## config.mk

```make
export PLATFORM = sky130hd
export DESIGN_NAME = gbc_lane
export DESIGN_NICKNAME = d
export VERILOG_FILES = /design/src/hdl/gbc_pkg.sv /design/src/hdl/gbc_lane.sv
export SDC_FILE = /design/constraint.sdc
export NUM_CORES = 2
export LEC_CHECK = 0
export BUFFER_PORTS_ARGS = -buffer_cell sky130_fd_sc_hd__buf_4
export CAP_MARGIN = 20
export CORE_MARGIN = 1.5
export CORE_UTILIZATION = 40
export DETAILED_ROUTE_END_ITERATION = 6
export PLACE_DENSITY = 0.66
export SLEW_MARGIN = 30
export SYNTH_ARGS = -nofsm -noshare
export SYNTH_HDL_FRONTEND = slang
export SYNTH_SLANG_ARGS = --single-unit
```

## constraint.sdc

```tcl
create_clock -name i_clk -period 21.8 [get_ports i_clk]
set_input_delay 2.18 -clock i_clk [delete_from_list [all_inputs] [get_ports i_clk]]
set_output_delay 2.18 -clock i_clk [all_outputs]
set_load 0.02 [all_outputs]
```

## src/hdl/gbc_pkg.sv

```systemverilog
// Package for the gyro bias calibrator: widths, derived constants and types.
// Shared by gbc_lane, gbc_merge and gyro_bias_calibrator; depends on nothing.
package gbc_pkg;

    localparam int NUM_AXES   = 3;
    localparam int RAW_W      = 16;
    localparam int FRAC_W     = 10;
    localparam int BIAS_W     = 26;
    localparam int LIM_W      = 41;
    localparam logic [LIM_W-1:0] LIM_RESET = LIM_W'(5000);

    localparam int WINDOW_LEN = 1024;
    localparam int LOG_N      = $clog2(WINDOW_LEN);
    localparam int CNT_W      = LOG_N;
    localparam logic [CNT_W-1:0] WIN_LAST = CNT_W'(WINDOW_LEN - 1);
    localparam int N_W        = LOG_N + 1;
    localparam logic [N_W-1:0] WIN_N = N_W'(WINDOW_LEN);

    localparam int SUM_W      = RAW_W + LOG_N;
    localparam int MAG_W      = SUM_W;
    localparam int SQR_W      = 2 * RAW_W - 1;
    localparam int SQ_W       = SQR_W + LOG_N;
    localparam int XP_W       = SQ_W + 1;
    localparam int DIF_W      = ((SQ_W > LIM_W) ? SQ_W : LIM_W) + 1;
    localparam int CMP_W      = XP_W + N_W;

    localparam int RCP_W      = MAG_W + FRAC_W;
    localparam logic [RCP_W-1:0] RCP = RCP_W'((64'd1 << (MAG_W + FRAC_W)) / WINDOW_LEN);
    localparam int RLO_W      = RCP_W / 2;
    localparam int RHI_W      = RCP_W - RLO_W;
    localparam logic [RLO_W-1:0] RCP_LO = RCP[RLO_W-1:0];
    localparam logic [RHI_W-1:0] RCP_HI = RCP[RCP_W-1:RLO_W];
    localparam int PROD_W     = MAG_W + RCP_W;
    localparam int QUO_W      = BIAS_W;
    localparam int DIV_W      = MAG_W + FRAC_W;
    localparam int COR_W      = BIAS_W + 2;

    localparam int PIPE_LEN   = 8;
    localparam int FIFO_DEPTH = 16;
    localparam int FIFO_AW    = $clog2(FIFO_DEPTH);
    localparam logic [FIFO_AW:0] FIFO_FULL = (FIFO_AW + 1)'(FIFO_DEPTH);

    localparam int DATA_W     = 64;
    localparam int PADDR_W    = 4;
    localparam logic REG_LIMIT = 1'b0;

    typedef struct packed {
        logic acc;
        logic last;
    } t_lane_ctl;

    typedef struct packed {
        logic signed [RAW_W-1:0]  raw;
        logic                     quiet;
        logic signed [BIAS_W-1:0] bias;
    } t_lane_out;

    typedef struct packed {
        logic [NUM_AXES-1:0][RAW_W-1:0]  corr;
        logic                            cal;
        logic [NUM_AXES-1:0][BIAS_W-1:0] offset;
    } t_result;

endpackage

```

## src/hdl/gbc_lane.sv

```systemverilog
// One axis lane: running sum and sum of squares, window variance test and window mean.
// Depends on gbc_pkg for widths, reciprocal constants and the lane structs.
module gbc_lane import gbc_pkg::*; (
    input  logic                    i_clk,
    input  logic                    i_rst_n,
    input  logic signed [RAW_W-1:0] i_raw,
    input  t_lane_ctl               i_ctl,
    input  logic [LIM_W-1:0]        i_limit,
    output t_lane_out               o_lane
);

    logic signed [2*RAW_W-1:0] raw_sq;
    logic signed [SUM_W-1:0]   n_sum;
    logic [SQ_W-1:0]           n_sq;
    logic [SUM_W-1:0]          sum_neg;
    logic [DIF_W-1:0]          ext_sq;
    logic [DIF_W-1:0]          ext_lim;
    logic [DIF_W-1:0]          dif;
    logic [2*MAG_W-1:0]        mag_sq;
    logic [CMP_W-1:0]          nx;
    logic [MAG_W+RLO_W-1:0]    plo;
    logic [MAG_W+RHI_W-1:0]    phi;
    logic [PROD_W-1:0]         prod;
    logic [DIV_W-1:0]          qn;
    logic [DIV_W-1:0]          rem;

    logic signed [SUM_W-1:0]   r_sum;
    logic [SQ_W-1:0]           r_sq;

    logic signed [RAW_W-1:0]   r_p0_raw, r_p1_raw, r_p2_raw, r_p3_raw;
    logic signed [RAW_W-1:0]   r_p4_raw, r_p5_raw, r_p6_raw, r_p7_raw;
    logic [SQR_W-1:0]          r_p0_sqr;
    logic signed [SUM_W-1:0]   r_p1_sum;
    logic [SQ_W-1:0]           r_p1_sq;
    logic [MAG_W-1:0]          r_p2_mag, r_p3_mag, r_p4_mag, r_p5_mag;
    logic                      r_p2_neg, r_p3_neg, r_p4_neg, r_p5_neg, r_p6_neg;
    logic                      r_p2_small, r_p3_small;
    logic [XP_W-1:0]           r_p2_xp1;
    logic [CMP_W-1:0]          r_p3_sq;
    logic [CMP_W-1:0]          r_p3_nx;
    logic [MAG_W+RLO_W-1:0]    r_p3_plo;
    logic [MAG_W+RHI_W-1:0]    r_p3_phi;
    logic                      r_p4_quiet, r_p5_quiet, r_p6_quiet, r_p7_quiet;
    logic [QUO_W-1:0]          r_p4_q0, r_p5_q0, r_p6_q1;
    logic [DIV_W-1:0]          r_p5_qn;
    logic signed [BIAS_W-1:0]  r_p7_bias;

    assign raw_sq  = i_raw * i_raw;
    assign n_sum   = r_sum + SUM_W'(r_p0_raw);
    assign n_sq    = r_sq + SQ_W'(r_p0_sqr);
    assign sum_neg = -r_p1_sum;
    assign ext_sq  = DIF_W'(r_p1_sq);
    assign ext_lim = DIF_W'(i_limit);
    assign dif     = ext_sq - ext_lim + DIF_W'(1);
    assign mag_sq  = r_p2_mag * r_p2_mag;
    assign nx      = r_p2_xp1 * WIN_N;
    assign plo     = r_p2_mag * RCP_LO;
    assign phi     = r_p2_mag * RCP_HI;
    assign prod    = PROD_W'(r_p3_plo) + (PROD_W'(r_p3_phi) << RLO_W);
    assign qn      = r_p4_q0 * WIN_N;
    assign rem     = {r_p5_mag, {FRAC_W{1'b0}}} - r_p5_qn;

    always_ff @(posedge i_clk) begin
        if (!i_rst_n) begin
            r_sum <= '0;
            r_sq  <= '0;
        end else if (i_ctl.acc) begin
            r_sum <= i_ctl.last ? '0 : n_sum;
            r_sq  <= i_ctl.last ? '0 : n_sq;
        end
    end

    always_ff @(posedge i_clk) begin
        r_p0_raw   <= i_raw;
        r_p0_sqr   <= raw_sq[SQR_W-1:0];

        r_p1_raw   <= r_p0_raw;
        r_p1_sum   <= n_sum;
        r_p1_sq    <= n_sq;

        r_p2_raw   <= r_p1_raw;
        r_p2_neg   <= r_p1_sum[SUM_W-1];
        r_p2_mag   <= r_p1_sum[SUM_W-1] ? MAG_W'(sum_neg) : MAG_W'(unsigned'(r_p1_sum));
        r_p2_small <= ext_sq < ext_lim;
        r_p2_xp1   <= dif[XP_W-1:0];

        r_p3_raw   <= r_p2_raw;
        r_p3_neg   <= r_p2_neg;
        r_p3_mag   <= r_p2_mag;
        r_p3_small <= r_p2_small;
        r_p3_sq    <= CMP_W'(mag_sq);
        r_p3_nx    <= nx;
        r_p3_plo   <= plo;
        r_p3_phi   <= phi;

        r_p4_raw   <= r_p3_raw;
        r_p4_neg   <= r_p3_neg;
        r_p4_mag   <= r_p3_mag;
        r_p4_quiet <= r_p3_small || (r_p3_sq >= r_p3_nx);
        r_p4_q0    <= prod[MAG_W +: QUO_W];

        r_p5_raw   <= r_p4_raw;
        r_p5_neg   <= r_p4_neg;
        r_p5_mag   <= r_p4_mag;
        r_p5_quiet <= r_p4_quiet;
        r_p5_q0    <= r_p4_q0;
        r_p5_qn    <= qn;

        r_p6_raw   <= r_p5_raw;
        r_p6_neg   <= r_p5_neg;
        r_p6_quiet <= r_p5_quiet;
        r_p6_q1    <= r_p5_q0 + QUO_W'(rem >= DIV_W'(WINDOW_LEN));

        r_p7_raw   <= r_p6_raw;
        r_p7_quiet <= r_p6_quiet;
        r_p7_bias  <= r_p6_neg ? -signed'(r_p6_q1) : signed'(r_p6_q1);
    end

    assign o_lane.raw   = r_p7_raw;
    assign o_lane.quiet = r_p7_quiet;
    assign o_lane.bias  = r_p7_bias;

endmodule

```

==> impl_summary.log <==
[metrics] outcome: complete, no violations
[metrics] number of enable flip-flop cells after synthesis: 0
[metrics] fraction of registers with async set/reset: 0
[metrics] worst-case clock skew: 0.0286 ns
[metrics] Relative slew margins: 0.374
[metrics] clock slew at reported path FFs: 0.06 ns
[metrics] final HPWL from detailed placement: 89200 microns
[metrics] share of layout cells above drive strength 1: 0.0574
[metrics] number of stages on the worst hold path: 0
[metrics] antenna violations before repair: 12
[metrics] portion of the post-synthesis area used by sequential elements: 0.239
[metrics] final slew viol count: 0
[metrics] H-tree Lvls: 3
[metrics] worst reg2reg path endpoint: r_p3_sq[49]$_DFF_P_
[metrics] Final GP Congestion: 0.932
[metrics] Die Ht: 355 microns
[metrics] DRC violations left: 0
[metrics] TritonCTS clock tree: done
[metrics] most frequently used flop master after synthesis: sky130_fd_sc_hd__dfxtp_1
[metrics] width of the die: 355 microns
[metrics] I/O Pins: 104
[metrics] global route total overflow: 0
[metrics] mux contribution to synthesized area: 0.000656
[metrics] shortest clock period the worst path allows after layout: 8.07 ns
[metrics] Cell Area, Placed: 0.0521 sq mm
[metrics] nets in the synthesized netlist: 6346
[metrics] Area Overhead vs Synth: 10.1%
[metrics] number of flip-flops and latches in the synthesized netlist: 592
[metrics] global-route wire length before repair: 185000 microns
[metrics] maximum achievable frequency: 124 MHz
[metrics] number of clock buffers inserted by TritonCTS: 67
[metrics] dominant combinational cell family by area after synthesis: adder cells
[metrics] adder-cell area share of the yosys netlist: 0.429
[metrics] post-DR vias/cell: 4.87
[metrics] commonest cells after routing, fill and taps aside: 1190 x sky130_fd_sc_hd__inv_1, 772 x sky130_fd_sc_hd__fa_1, 587 x sky130_fd_sc_hd__dfxtp_1
[metrics] number of distinct library cells after synthesis: 93
[metrics] cells taking the most area after synthesis: sky130_fd_sc_hd__fa_1 31%, sky130_fd_sc_hd__dfxtp_1 24%, sky130_fd_sc_hd__ha_1 12%
[metrics] CP endpoint kind: register
[metrics] type of origin of the critical path: register
[metrics] initial standard-cell utilization of the core: 0.405
[metrics] number of routed nets with antenna violations: 0
[metrics] cts repair resizes: 0
[metrics] synthesized instance count: 5048
[metrics] startpoint-to-endpoint class of the critical path: register to register
[metrics] post-route standard cell area excluding fillers: 0.0546 sq mm
[metrics] critical-path maximum fanout: 25
[metrics] Hold-fix buffers, CTS: 0
[metrics] setup repair after global routing missed its margin: false
[metrics] clock tree root buffer cell: sky130_fd_sc_hd__clkbuf_16
[metrics] Overall Global Routing Usage: 0.185
[metrics] vias in the first global route: 35300
[metrics] Synth Area in Compound Gates: 0.0869
[metrics] class of the worst hold path: register to register
[metrics] Clock Tree Buf Depth: 3
[metrics] Total Wirelength: 113000 microns
[metrics] most frequent standard cell in the layout excluding fill and tap cells: sky130_fd_sc_hd__inv_1
[metrics] maximum number of pins on one net before global-route repair: 71
[metrics] max-cap check violation count: 0
[metrics] Final setup viols: 0
[metrics] Routed WL per cell: 16.6 microns
[metrics] XOR/XNOR share of the synthesized area: 0.0426
[metrics] clock sink count: 592
[metrics] count of TritonRoute iterations in the first routing pass: 7
[metrics] FP Rows: 128
[metrics] setup slack of the most critical reg-to-reg path: 13.73 ns
[metrics] Hold Startpoint: r_p5_qn[14]$_DFF_P_
[metrics] fraction of the mapped netlist area in simple logic gates: 0.102
[metrics] Post-Route Utilization: 0.446
[metrics] netlist area before placement: 0.0496 sq mm
[metrics] number of warning messages in the yosys log: 0
[metrics] period utilization: 0.370
[metrics] Die Footprint: 0.126 sq mm
[metrics] count of final hold-check violations: 0
[metrics] library cell with the largest summed area after synthesis: sky130_fd_sc_hd__fa_1
[metrics] routed vias: 33100
[metrics] cell depth of the worst flop-to-flop path: 25
[metrics] required time worst endpoint: 22.33 ns
[metrics] reg-to-reg critical path startpoint: r_p2_mag[11]$_DFF_P_
[metrics] Worst Tran Pin Value: 0.938 ns
[metrics] final net count: 6419
[metrics] clock insertion delay at the later pin of the skew report: 0.66 ns
[metrics] initial drt markers: 1583
[metrics] Setup TNS Final: 0 ns
[metrics] setup fix buffers added after clock tree synthesis: 0
[metrics] area fraction of the dominant cell type after synthesis: 0.312
[metrics] Hold Path End: r_p6_q1[4]$_DFF_P_
[metrics] Avg Inst Size Synth: 9.82 sq um
[metrics] Arr. time, crit path: 8.60 ns
[metrics] count of input and output buffers: 103
[metrics] core footprint: 0.122 sq mm
==> how the worst max path moves through the flow <==
stage	startpoint	to	slack, ns	cells after the start
after CTS	r_p2_mag[3]$_DFF_P_	r_p3_sq[51]$_DFF_P_	13.68	26
after global routing	r_p2_mag[3]$_DFF_P_	r_p3_sq[51]$_DFF_P_	13.37	26
after global placement	i_raw[4]	r_p0_sqr[30]$_DFF_P_	13.55	22
after floorplan	i_raw[1]	r_p0_sqr[30]$_DFF_P_	13.87	23
after detailed placement	i_raw[15]	r_p0_sqr[30]$_DFF_P_	13.40	20
final	r_p2_mag[11]$_DFF_P_	r_p3_sq[49]$_DFF_P_	13.73	25
==> through the flow <==
| stage | worst slack [ns] | instances | hold slack [ns] |
|---|---|---|---|
| after floorplan | 13.87 | 5048 | 0.310 |
| after global placement | 13.55 | 6677 | 0.310 |
| after detailed placement | 13.40 | 6677 | 0.312 |
| after CTS | 13.68 | 6799 | 0.313 |
| after global routing | 13.37 | 6800 | 0.315 |
| final | 13.73 | 6801 | 0.311 |
==> synthesized netlist by cell type (33+ instances only) <==
cell type / n
sky130_fd_sc_hd__o21ai_0: 91
sky130_fd_sc_hd__o21bai_1: 33
sky130_fd_sc_hd__a22oi_1: 34
sky130_fd_sc_hd__a21oi_1: 168
sky130_fd_sc_hd__clkbuf_1: 119
sky130_fd_sc_hd__nor2_1: 183
sky130_fd_sc_hd__xnor2_1: 181
sky130_fd_sc_hd__nand3_1: 57
sky130_fd_sc_hd__and2_1: 202
sky130_fd_sc_hd__xor2_1: 60
sky130_fd_sc_hd__dfxtp_1: 592
sky130_fd_sc_hd__a21o_1: 88
sky130_fd_sc_hd__nand2_1: 359
sky130_fd_sc_hd__ha_1: 465
sky130_fd_sc_hd__inv_1: 1190
sky130_fd_sc_hd__fa_1: 772
==> critical path: stages, from the launching register on <==
cell	delay, ns
sky130_fd_sc_hd__dfxtp_2	0.94
sky130_fd_sc_hd__nand2_1	0.22
sky130_fd_sc_hd__fa_1	0.55
sky130_fd_sc_hd__inv_1	0.06
sky130_fd_sc_hd__fa_1	0.53
sky130_fd_sc_hd__inv_1	0.05
sky130_fd_sc_hd__fa_1	0.47
sky130_fd_sc_hd__inv_1	0.05
sky130_fd_sc_hd__fa_1	0.50
sky130_fd_sc_hd__inv_1	0.06
sky130_fd_sc_hd__fa_1	0.48
sky130_fd_sc_hd__inv_1	0.06
sky130_fd_sc_hd__fa_1	0.55
sky130_fd_sc_hd__inv_1	0.06
sky130_fd_sc_hd__fa_1	0.54
sky130_fd_sc_hd__inv_1	0.04
sky130_fd_sc_hd__ha_1	0.36
sky130_fd_sc_hd__nand4_1	0.17
sky130_fd_sc_hd__nor2_1	0.21
sky130_fd_sc_hd__nand2_1	0.11
sky130_fd_sc_hd__a2111oi_0	0.57
sky130_fd_sc_hd__o211ai_1	0.33
sky130_fd_sc_hd__and3_1	0.29
sky130_fd_sc_hd__o31ai_2	0.38
sky130_fd_sc_hd__a31oi_1	0.18
sky130_fd_sc_hd__xnor2_1	0.16
==> final cells by class <==
class / count / area [sq um]
Clock buffer: 83 / 1840
Timing Repair Buffer: 130 / 976
Inverter: 1192 / 4470
Fill cell: 11700 / 67800
Antenna cell: 2 / 5.00
Sequential cell: 592 / 11900
Tap cell: 1625 / 2030
Multi-Input combinational cell: 3138 / 32800
Clock inverter: 39 / 623
==> layer usage <==
layer  vias to the layer above  GRT usage  routed length, microns
met5                         -          0                     113
met4                        18     0.0724                    4230
met3                       250     0.0363                    6800
met2                       793      0.316                   55000
met1                     16300      0.230                   46800
li1                      15800          -                       -
==> sequential cells by signal, indices dropped and copies added, names as in the netlist, 16 cells and up <==
register and count:
r_p6_q1 26, r_p1_raw 16, r_p2_xp1 42, r_p4_raw 16
r_p5_raw 16, r_p5_qn 26, r_p2_raw 16, r_p3_phi 26
r_p4_mag 26, r_p2_mag 26, r_p3_sq 50, r_p3_raw 16
r_p1_sq 41, r_sum 26, r_p7_raw 16, r_p3_nx 42
r_sq 41, r_p0_sqr 30, r_p1_sum 26, r_p7_bias 26
r_p6_raw 16
==> cells by family after synthesis <==
family / count (synthesis)
compound gates: 631
xor+xnor: 241
fa+ha+maj: 1237
buf+inv: 1318
flops: 592
mux: 3
simple gates: 1026
Power is not shown: default switching activity piles up to over one toggle a cycle in this logic, so the estimate is an artifact.
