## src/hdl/gbc_pkg.sv

```systemverilog
// Package for the gyro bias calibrator: widths, derived constants and types.
// Shared by gbc_lane, gbc_merge and gyro_bias_calibrator; depends on nothing.
package gbc_pkg;

    localparam int NUM_AXES   = 3;
    localparam int RAW_W      = 16;
    localparam int FRAC_W     = 10;
    localparam int BIAS_W     = 26;
    localparam int LIM_W      = 41;
    localparam logic [LIM_W-1:0] LIM_RESET = LIM_W'(5000);

    localparam int WINDOW_LEN = 1024;
    localparam int LOG_N      = $clog2(WINDOW_LEN);
    localparam int CNT_W      = LOG_N;
    localparam logic [CNT_W-1:0] WIN_LAST = CNT_W'(WINDOW_LEN - 1);
    localparam int N_W        = LOG_N + 1;
    localparam logic [N_W-1:0] WIN_N = N_W'(WINDOW_LEN);

    localparam int SUM_W      = RAW_W + LOG_N;
    localparam int MAG_W      = SUM_W;
    localparam int SQR_W      = 2 * RAW_W - 1;
    localparam int SQ_W       = SQR_W + LOG_N;
    localparam int XP_W       = SQ_W + 1;
    localparam int DIF_W      = ((SQ_W > LIM_W) ? SQ_W : LIM_W) + 1;
    localparam int CMP_W      = XP_W + N_W;

    localparam int RCP_W      = MAG_W + FRAC_W;
    localparam logic [RCP_W-1:0] RCP = RCP_W'((64'd1 << (MAG_W + FRAC_W)) / WINDOW_LEN);
    localparam int RLO_W      = RCP_W / 2;
    localparam int RHI_W      = RCP_W - RLO_W;
    localparam logic [RLO_W-1:0] RCP_LO = RCP[RLO_W-1:0];
    localparam logic [RHI_W-1:0] RCP_HI = RCP[RCP_W-1:RLO_W];
    localparam int PROD_W     = MAG_W + RCP_W;
    localparam int QUO_W      = BIAS_W;
    localparam int DIV_W      = MAG_W + FRAC_W;
    localparam int COR_W      = BIAS_W + 2;

    localparam int PIPE_LEN   = 8;
    localparam int FIFO_DEPTH = 16;
    localparam int FIFO_AW    = $clog2(FIFO_DEPTH);
    localparam logic [FIFO_AW:0] FIFO_FULL = (FIFO_AW + 1)'(FIFO_DEPTH);

    localparam int DATA_W     = 64;
    localparam int PADDR_W    = 4;
    localparam logic REG_LIMIT = 1'b0;

    typedef struct packed {
        logic acc;
        logic last;
    } t_lane_ctl;

    typedef struct packed {
        logic signed [RAW_W-1:0]  raw;
        logic                     quiet;
        logic signed [BIAS_W-1:0] bias;
    } t_lane_out;

    typedef struct packed {
        logic [NUM_AXES-1:0][RAW_W-1:0]  corr;
        logic                            cal;
        logic [NUM_AXES-1:0][BIAS_W-1:0] offset;
    } t_result;

endpackage

```

## src/hdl/gbc_merge.sv

```systemverilog
// Merging stage: combines the lane verdicts, latches the bias and forms the result word.
// Depends on gbc_pkg for the lane and result structs.
module gbc_merge import gbc_pkg::*; (
    input  logic                          i_clk,
    input  logic                          i_rst_n,
    input  t_lane_out [NUM_AXES-1:0]      i_lane,
    input  logic                          i_valid,
    input  logic                          i_last,
    output logic                          o_wr,
    output t_result                       o_word,
    output logic                          o_locked
);

    localparam logic signed [COR_W-1:0] RND = COR_W'((1 << FRAC_W) - 1);

    logic                            r_locked;
    logic [NUM_AXES-1:0][BIAS_W-1:0] r_bias;
    logic                            all_quiet;
    logic                            n_lock;

    function automatic logic [RAW_W-1:0] correct(input logic signed [RAW_W-1:0] raw,
                                                 input logic signed [BIAS_W-1:0] bias);
        logic signed [COR_W-1:0] d;
        logic signed [COR_W-1:0] t;
        logic signed [COR_W-1:0] q;
        logic [COR_W-RAW_W:0]    hi;
        logic [RAW_W-1:0]        res;
        d  = (COR_W'(raw) <<< FRAC_W) - COR_W'(bias);
        t  = d + (d[COR_W-1] ? RND : '0);
        q  = t >>> FRAC_W;
        hi = q[COR_W-1:RAW_W-1];
        if (hi == '0 || hi == '1) begin
            res = q[RAW_W-1:0];
        end else if (q[COR_W-1]) begin
            res = {1'b1, {(RAW_W-1){1'b0}}};
        end else begin
            res = {1'b0, {(RAW_W-1){1'b1}}};
        end
        return res;
    endfunction

    always_comb begin
        all_quiet = 1'b1;
        for (int k = 0; k < NUM_AXES; k++) begin
            all_quiet = all_quiet & i_lane[k].quiet;
        end
    end

    assign n_lock = i_valid && i_last && !r_locked && all_quiet;

    always_comb begin
        o_word.cal = r_locked | n_lock;
        for (int k = 0; k < NUM_AXES; k++) begin
            o_word.corr[k]   = correct(i_lane[k].raw, signed'(r_bias[k]));
            o_word.offset[k] = n_lock ? unsigned'(i_lane[k].bias) : r_bias[k];
        end
    end

    always_ff @(posedge i_clk) begin
        if (!i_rst_n) begin
            r_locked <= 1'b0;
            r_bias   <= '0;
        end else if (n_lock) begin
            r_locked <= 1'b1;
            for (int k = 0; k < NUM_AXES; k++) begin
                r_bias[k] <= unsigned'(i_lane[k].bias);
            end
        end
    end

    assign o_wr     = i_valid;
    assign o_locked = r_locked;

endmodule

```

## config.mk

```make
export PLATFORM = sky130hd
export DESIGN_NAME = gbc_merge
export DESIGN_NICKNAME = d
export VERILOG_FILES = /design/src/hdl/gbc_pkg.sv /design/src/hdl/gbc_merge.sv
export SDC_FILE = /design/constraint.sdc
export NUM_CORES = 1
export LEC_CHECK = 0
export CORE_MARGIN = 1
export CORE_UTILIZATION = 48
export CTS_BUF_LIST = sky130_fd_sc_hd__clkbuf_4
export DETAILED_ROUTE_END_ITERATION = 12
export DONT_BUFFER_PORTS = 1
export PLACE_DENSITY = 0.67
export SLEW_MARGIN = 40
export SYNTH_ARGS = -nofsm -noshare
export SYNTH_HDL_FRONTEND = slang
export SYNTH_SLANG_ARGS = --single-unit
```

## constraint.sdc

```tcl
create_clock -name i_clk -period 9.6 [get_ports i_clk]
set_input_delay 0.48 -clock i_clk [delete_from_list [all_inputs] [get_ports i_clk]]
set_output_delay 0.48 -clock i_clk [all_outputs]
set_load 0.005 [all_outputs]
```

==> flow_summary.ini, run 1 <==
[outcome]
run_status = complete, no violations

[layout]
finalCoreUtilization = 0.5112
layout-drive-gt1-share = 0.1014
multi_input_comb_area_um2 = 6945
post_layout_nonfiller_instances = 1384
final_net_count = 1342
layout.filler_cells = 1739
area_delta_synth_final_pct = 2.891
layout.area.seq_um2 = 1582

[synth]
syn-num-nets = 1382
synth.ff_latch_count = 79
synthTopCellsByArea = sky130_fd_sc_hd__dfxtp_1, sky130_fd_sc_hd__ha_1, sky130_fd_sc_hd__and2_1, sky130_fd_sc_hd__o21ai_0, sky130_fd_sc_hd__nand2_1
synth.yosys.seq_area_share = 0.1748
synth_ff_type = sky130_fd_sc_hd__dfxtp_1
post_synth_inst_count = 1189
yosysTopAreaCell = sky130_fd_sc_hd__dfxtp_1
synth.top_cell.area_share = 0.1748
yosysUniqueCellTypes = 105
average_size_of_a_mapped_cell_um2 = 7.608
synth_enable_flop_cells = 0
ys_warn_count = 0
synth-async-reset-ratio = 0
syn-cell-area_um2 = 9046

[timing]
grt_setup_unrepaired = no
timing.final.max_slew_violations = 0
timing.setup.tns_ps = 0
tightest_slew_ps = 826.5
fin_worst_skew_ps = 13.34
timing.fmax_mhz = 162.1
final-hold-violation-count = 0
timing.final.crit_share = 0.6427
setup_viol = 0
whs_ps = 150.0
worst_slew_margin_rel = 0.4490
min_tclk_post_route_ps = 6170

[detailed_routing]
detailroute.via_count = 8412
drt_first_pass_iters = 5
totalWireLength_um = 24390
count_of_unresolved_drc_violations_after_routing = 0
antenna_violating_nets_post_route = 0
post_drt_wl_per_cell_um = 17.63
detail_route.vias_per_cell = 6.078
number_of_drc_violations_after_detailed_routing_iteration_0 = 479

[setup_path]
worst_setup_path_startpoint = r_bias[0]
worst_setup_path_start_kind = flop
crit_fanout = 16
cp-end-kind = primary output
rr_startpoint = o_locked
timing.setup.critical_path_class = flop to primary output
cp_data_required_time_ps = 9120
cp.arrival_ps = 5690

[grt]
gr-usage-met3 = 0.05127
gr-usage-all-layers = 0.2448
grtUsageMet2 = 0.4327
grt_pass1_wl_um = 38890
pin_count_of_the_biggest_net_entering_global_routing = 91
global_route.usage.met1 = 0.3008
grt_remaining_overflow = 0
vias_in_the_first_global_route = 7794
antenna_found_initial = 1
grt_most_used_layer = met2

[place]
place.port_buffers = 0
routabilityCongestion = 0.9131
placedCellCount = 1367
detailed_place_hpwl_um = 19510

[floorplan]
std_cell_rows = 49
io_pins = 262
starting_density_of_the_core = 0.4968
core_area_um2 = 18210
floorplan.die_area_um2 = 19400
fp.dieW_um = 139.3
die-height_um = 139.3

[worst_hold_path]
holdCritPathClass = input port to flop
hold_start = i_rst_n

[clocking]
numClockSinks = 79
cts_hold_buffers = 0
cts_max_level = 3
worst_setup_hold_path_clk_slew_ps = 140
clk_latency_ps = 450
cts-buffers-inserted = 9
post_cts.resized_instances = 0
clock_tree_from_tritoncts = done
cts.path.max_buffers = 2
buffer_cell_driving_the_clock_tree_root = sky130_fd_sc_hd__clkbuf_4
postCtsSetupRepairBufs = 0

[run]
drv.max_cap_violation_count = 0

[power_and_ir_drop]
design_power_total_mw = 0.9600
ir_drop_mv = 0.08878
cellPowerDensity_nw_per_um2 = 103.1
static-leakage-power_nw = 3.543
[worst paths after layout]
path                end  slack (ps)  cells past startpoint
max          o_word[79]        3430                     19
min           r_bias[2]         150                      1
max reg2reg  r_bias[28]        7160                      5
min reg2reg  r_bias[70]         720                      3
[cells in the final DEF (no fill, tap or decap), types with 23 or more instances in the layout]
cell type                   n
sky130_fd_sc_hd__ha_1      60
sky130_fd_sc_hd__o21ai_0   81
sky130_fd_sc_hd__nand2_1  103
sky130_fd_sc_hd__a21oi_1   58
sky130_fd_sc_hd__inv_1     77
sky130_fd_sc_hd__nor3_1    34
sky130_fd_sc_hd__nor2_1    72
sky130_fd_sc_hd__xor2_1    31
sky130_fd_sc_hd__xnor2_1   42
sky130_fd_sc_hd__and2_1    92
sky130_fd_sc_hd__a21o_1    29
sky130_fd_sc_hd__mux2_2    23
sky130_fd_sc_hd__dfxtp_1   79
sky130_fd_sc_hd__nand3_1   27
[cell families (layout without fill, tap and decap cells)]
group,after synthesis,in the layout,share of synthesized area
AOI/OAI and AO/OA,321,321,0.2465
xor gates and xnor gates,76,76,0.07607
adders and majority gates,90,90,0.1181
buffers and inverters,133,98,0.05933
DFF,79,79,0.1748
muxes,25,25,0.03098
other,0,1,0
and+or+nand+nor,465,465,0.2942
[report_power, final]
| part | switching (mW) | internal (mW) |
|---|---|---|
| combinational | 0.230 | 0.153 |
| clock | 0.123 | 0.118 |
| sequential | 0.00361 | 0.332 |
[critical path, stage by stage (launching register included)]
cell	delay (ps)
sky130_fd_sc_hd__dfxtp_1	370
sky130_fd_sc_hd__inv_1	80
sky130_fd_sc_hd__ha_1	240
sky130_fd_sc_hd__or4b_4	530
sky130_fd_sc_hd__nor2_1	160
sky130_fd_sc_hd__a31o_2	210
sky130_fd_sc_hd__a21o_2	170
sky130_fd_sc_hd__a21oi_1	120
sky130_fd_sc_hd__nor2_2	560
sky130_fd_sc_hd__inv_1	110
sky130_fd_sc_hd__ha_1	310
sky130_fd_sc_hd__a21o_1	170
sky130_fd_sc_hd__a211oi_1	230
sky130_fd_sc_hd__o211ai_1	130
sky130_fd_sc_hd__a2111oi_0	430
sky130_fd_sc_hd__nor2_1	90
sky130_fd_sc_hd__a221oi_2	230
sky130_fd_sc_hd__nor3_1	180
sky130_fd_sc_hd__a41o_1	460
sky130_fd_sc_hd__maj3_1	420
[routing by layer]
layer | wire, um | part of all wire
met5 | 0 | 0
met4 | 385 | 0.016
met3 | 1481 | 0.061
met2 | 11940 | 0.49
met1 | 10580 | 0.43
[flip-flops by register name, indices dropped and copies added, names as in the netlist]
signal	cells
o_locked	1
r_bias	78
[area by class of cell]
class,count,share of cell area
tap,229,0.03078
inverter,79,0.03186
timing repair buffer,3,0.003226
clock inverter,3,0.007259
multi-input combinational,977,0.7462
sequential,79,0.1699
clock buffer,13,0.01049
antenna,1,0.0002689
[synthesized netlist by cell type, types with 12 or more instances]
cell type and number:
sky130_fd_sc_hd__a21o_1 29, sky130_fd_sc_hd__a21oi_1 58, sky130_fd_sc_hd__a31oi_1 12, sky130_fd_sc_hd__and2_1 92, sky130_fd_sc_hd__clkbuf_1 42, sky130_fd_sc_hd__dfxtp_1 79, sky130_fd_sc_hd__ha_1 60, sky130_fd_sc_hd__inv_1 77
sky130_fd_sc_hd__maj3_1 16, sky130_fd_sc_hd__maj3_2 14, sky130_fd_sc_hd__mux2_2 23, sky130_fd_sc_hd__nand2_1 103, sky130_fd_sc_hd__nand3_1 27, sky130_fd_sc_hd__nor2_1 74, sky130_fd_sc_hd__nor3_1 34, sky130_fd_sc_hd__o211ai_1 13
sky130_fd_sc_hd__o21a_1 17, sky130_fd_sc_hd__o21ai_0 81, sky130_fd_sc_hd__or3_1 13, sky130_fd_sc_hd__xnor2_1 42, sky130_fd_sc_hd__xor2_1 31
[through the flow]
| step | setup slack [ps] | cell area [um^2] |
|---|---|---|
| 6_report | 3430 | 9308 |
| 5_1_grt | 2747 | 9308 |
| 4_1_cts | 3408 | 9304 |
| 3_5_place_dp | 3970 | 9139 |
| 3_3_place_gp | 3729 | 9121 |
| 2_1_floorplan | 4176 | 9046 |
Note: power is estimated with default switching activity, not from simulation.
==> run 2, diff against run 1 <==
--- a/config.mk
+++ b/config.mk
@@ -10,7 +10,7 @@
 export CTS_BUF_LIST = sky130_fd_sc_hd__clkbuf_4
 export DETAILED_ROUTE_END_ITERATION = 12
 export DONT_BUFFER_PORTS = 1
-export PLACE_DENSITY = 0.67
+export PLACE_DENSITY = 0.69
 export SLEW_MARGIN = 40
 export SYNTH_ARGS = -nofsm -noshare
 export SYNTH_HDL_FRONTEND = slang
==> constraint.sdc (replaced) <==
create_clock -name i_clk -period 4.95 [get_ports i_clk]
set_input_delay 0.2475 -clock i_clk [delete_from_list [all_inputs] [get_ports i_clk]]
set_output_delay 0.2475 -clock i_clk [all_outputs]
set_load 0.005 [all_outputs]
==> flow_summary.ini, run 2 (synthesized netlist as in run 1, its figures left out) <==
[outcome]
run_status = finished, violations left
failed_checks = negative setup slack

[power_and_ir_drop]
cellPowerDensity_nw_per_um2 = 180.4
design_power_total_mw = 1.901
static-leakage-power_nw = 4.006
ir_drop_mv = 0.1426

[timing]
timing.setup.tns_ps = -242.1
grt_setup_unrepaired = yes
final_critical_path_setup_slack_ps = -64.71
timing.final.max_slew_violations = 0
worst_slew_margin_rel = 0.4173
timing.final.crit_share = 1.013
tightest_slew_ps = 867.4
timing.fmax_mhz = 199.4
setup_viol = 6
final-hold-violation-count = 0
min_tclk_post_route_ps = 5015
fin_worst_skew_ps = 15.72

[setup_path]
crit_fanout = 6
cp_top_family = compound AO/OA/AOI/OAI gates
critical-path-slowest-cell = sky130_fd_sc_hd__o31ai_4
crit_path_max_incr_delay_ps = 380
cp-end-kind = primary output
worst_setup_path_startpoint = r_bias[37]
cp_data_required_time_ps = 4700
cp.arrival_ps = 4770
timing.setup.critical_path_class = flop to primary output
worst-r2r-setup-slack_ps = 2770
rr_startpoint = o_locked
critical_path.cell_chain = inv_2 > ha_4 > a211o_1 > a21o_1 > o311ai_4 > a21oi_2 > or2_4 > inv_2 > ha_1 > nand2_1 > o2111ai_2 > a22o_1 > buf_4 > nand4_1 > a31oi_4 > buf_6 > o31ai_4 > nor4_4 > buf_4 > or2_4 > maj3_2
worst_setup_path_start_kind = flop
timing.critical_path.buf_inv = 5

[grt]
pin_count_of_the_biggest_net_entering_global_routing = 80
gr-usage-all-layers = 0.2557
antenna_found_initial = 2
vias_in_the_first_global_route = 8257
grt_remaining_overflow = 0
grt_pass1_wl_um = 40710

[floorplan]
starting_density_of_the_core = 0.4968
std_cell_rows = 49
fp.dieW_um = 139.3
floorplan.die_area_um2 = 19400
die-height_um = 139.3
core_area_um2 = 18210
io_pins = 262

[detailed_routing]
drt_first_pass_iters = 7
number_of_drc_violations_after_detailed_routing_iteration_0 = 544
count_of_unresolved_drc_violations_after_routing = 0
detailroute.via_count = 8959
totalWireLength_um = 26560
post_drt_wl_per_cell_um = 18.18
detail_route.vias_per_cell = 6.132
antenna_violating_nets_post_route = 0

[run]
drv.max_cap_violation_count = 0

[clocking]
cts.path.max_buffers = 2
worst_setup_hold_path_clk_slew_ps = 140
numClockSinks = 79
cts_max_level = 3
buffer_cell_driving_the_clock_tree_root = sky130_fd_sc_hd__clkbuf_4
clock_tree_from_tritoncts = done
cts-buffers-inserted = 9
clk_latency_ps = 440

[place]
place.port_buffers = 0
routabilityCongestion = 0.9574
placedCellCount = 1404
detailed_place_hpwl_um = 19990

[layout]
layout.filler_cells = 1680
finalCoreUtilization = 0.5784
final_net_count = 1419
max_flop_register = r_bias
layout-drive-gt1-share = 0.2398
area_delta_synth_final_pct = 16.43
mostFrequentLayoutCell = sky130_fd_sc_hd__nand2_1
layout_common_cells = sky130_fd_sc_hd__nand2_1, sky130_fd_sc_hd__and2_1, sky130_fd_sc_hd__o21ai_0
largest_reg_flops = 78
post_layout_nonfiller_instances = 1461

[worst_hold_path]
holdCritPathClass = input port to flop
hold_start = i_lane[95]
run 2: cell count changes in the layout (fill, tap and decap cells not counted), moves of 5 or more:
cell and delta:
sky130_fd_sc_hd__nor2_2 +8, sky130_fd_sc_hd__buf_4 +67, sky130_fd_sc_hd__nor2_1 -12, sky130_fd_sc_hd__ha_1 -18
sky130_fd_sc_hd__inv_1 -7, sky130_fd_sc_hd__a21oi_1 -10, sky130_fd_sc_hd__a21oi_2 +8, sky130_fd_sc_hd__nor3_1 -5
sky130_fd_sc_hd__ha_2 +7, sky130_fd_sc_hd__dfxtp_4 +5, sky130_fd_sc_hd__buf_6 +6, sky130_fd_sc_hd__inv_2 +6
sky130_fd_sc_hd__dfxtp_1 -9, sky130_fd_sc_hd__ha_4 +11
run 2: routing by layer:
| layer | GRT usage | wire length [um] |
|---|---|---|
| met1 | 0.3053 | 11090 |
| met2 | 0.4517 | 13100 |
| met3 | 0.04921 | 1709 |
| met4 | 0.09591 | 671 |
| met5 | 0 | 0 |
run 2: area by class of cell:
type | instances | area [um^2] | share of cell area
multi-input combinational | 979 | 7587 | 0.7204
sequential | 79 | 1605 | 0.1524
timing repair buffer | 78 | 648.1 | 0.06153
inverter | 79 | 299.0 | 0.02839
tap | 229 | 286.5 | 0.02720
clock buffer | 10 | 75.07 | 0.007128
clock inverter | 5 | 26.28 | 0.002495
antenna | 2 | 5.005 | 0.0004752
run 2: final timing paths:
check / endpoint / cells past startpoint
worst max-delay path: o_word[104] / 21
worst min-delay path: r_bias[61] / 2
worst max register to register: r_bias[28] / 5
worst min register to register: r_bias[6] / 2
run 2: where the power goes:
part	internal [mW]	switching (mW)	leakage (nW)
clock network	0.102	0.229	0.0595
registers	0.642	0.00596	0.644
logic	0.393	0.528	3.30
run 2: worst reg2reg max path, stage by stage (launching register included):
cell and delay (ps):
sky130_fd_sc_hd__dfxtp_1 370, sky130_fd_sc_hd__nand4b_1 230, sky130_fd_sc_hd__nor2_4 380, sky130_fd_sc_hd__buf_4 490
sky130_fd_sc_hd__mux2_2 450, sky130_fd_sc_hd__and2_1 160
run 2: metrics by stage:
stage / hold WS [ps] / setup slack [ps] / cell area [um^2]
global placement: 374.4 / 178.9 / 9399
CTS: 29.39 / 1.093 / 9861
detailed placement: 375.0 / 71.09 / 9414
floorplan: 529.1 / 18.18 / 9047
global route: 41.74 / -231.1 / 10530
finish: 81.26 / -64.71 / 10530
run 2: repair_timing:
action | CTS | global route
endpoints found under the setup margin | 44 | 46
pin swaps | 24 | 79
gates cloned | 1 | 1
gates resized for setup | 43 | 110
hold buffers | 1 | 0
endpoints found under the hold margin | 79 | 0
buffers inserted | 12 | 25
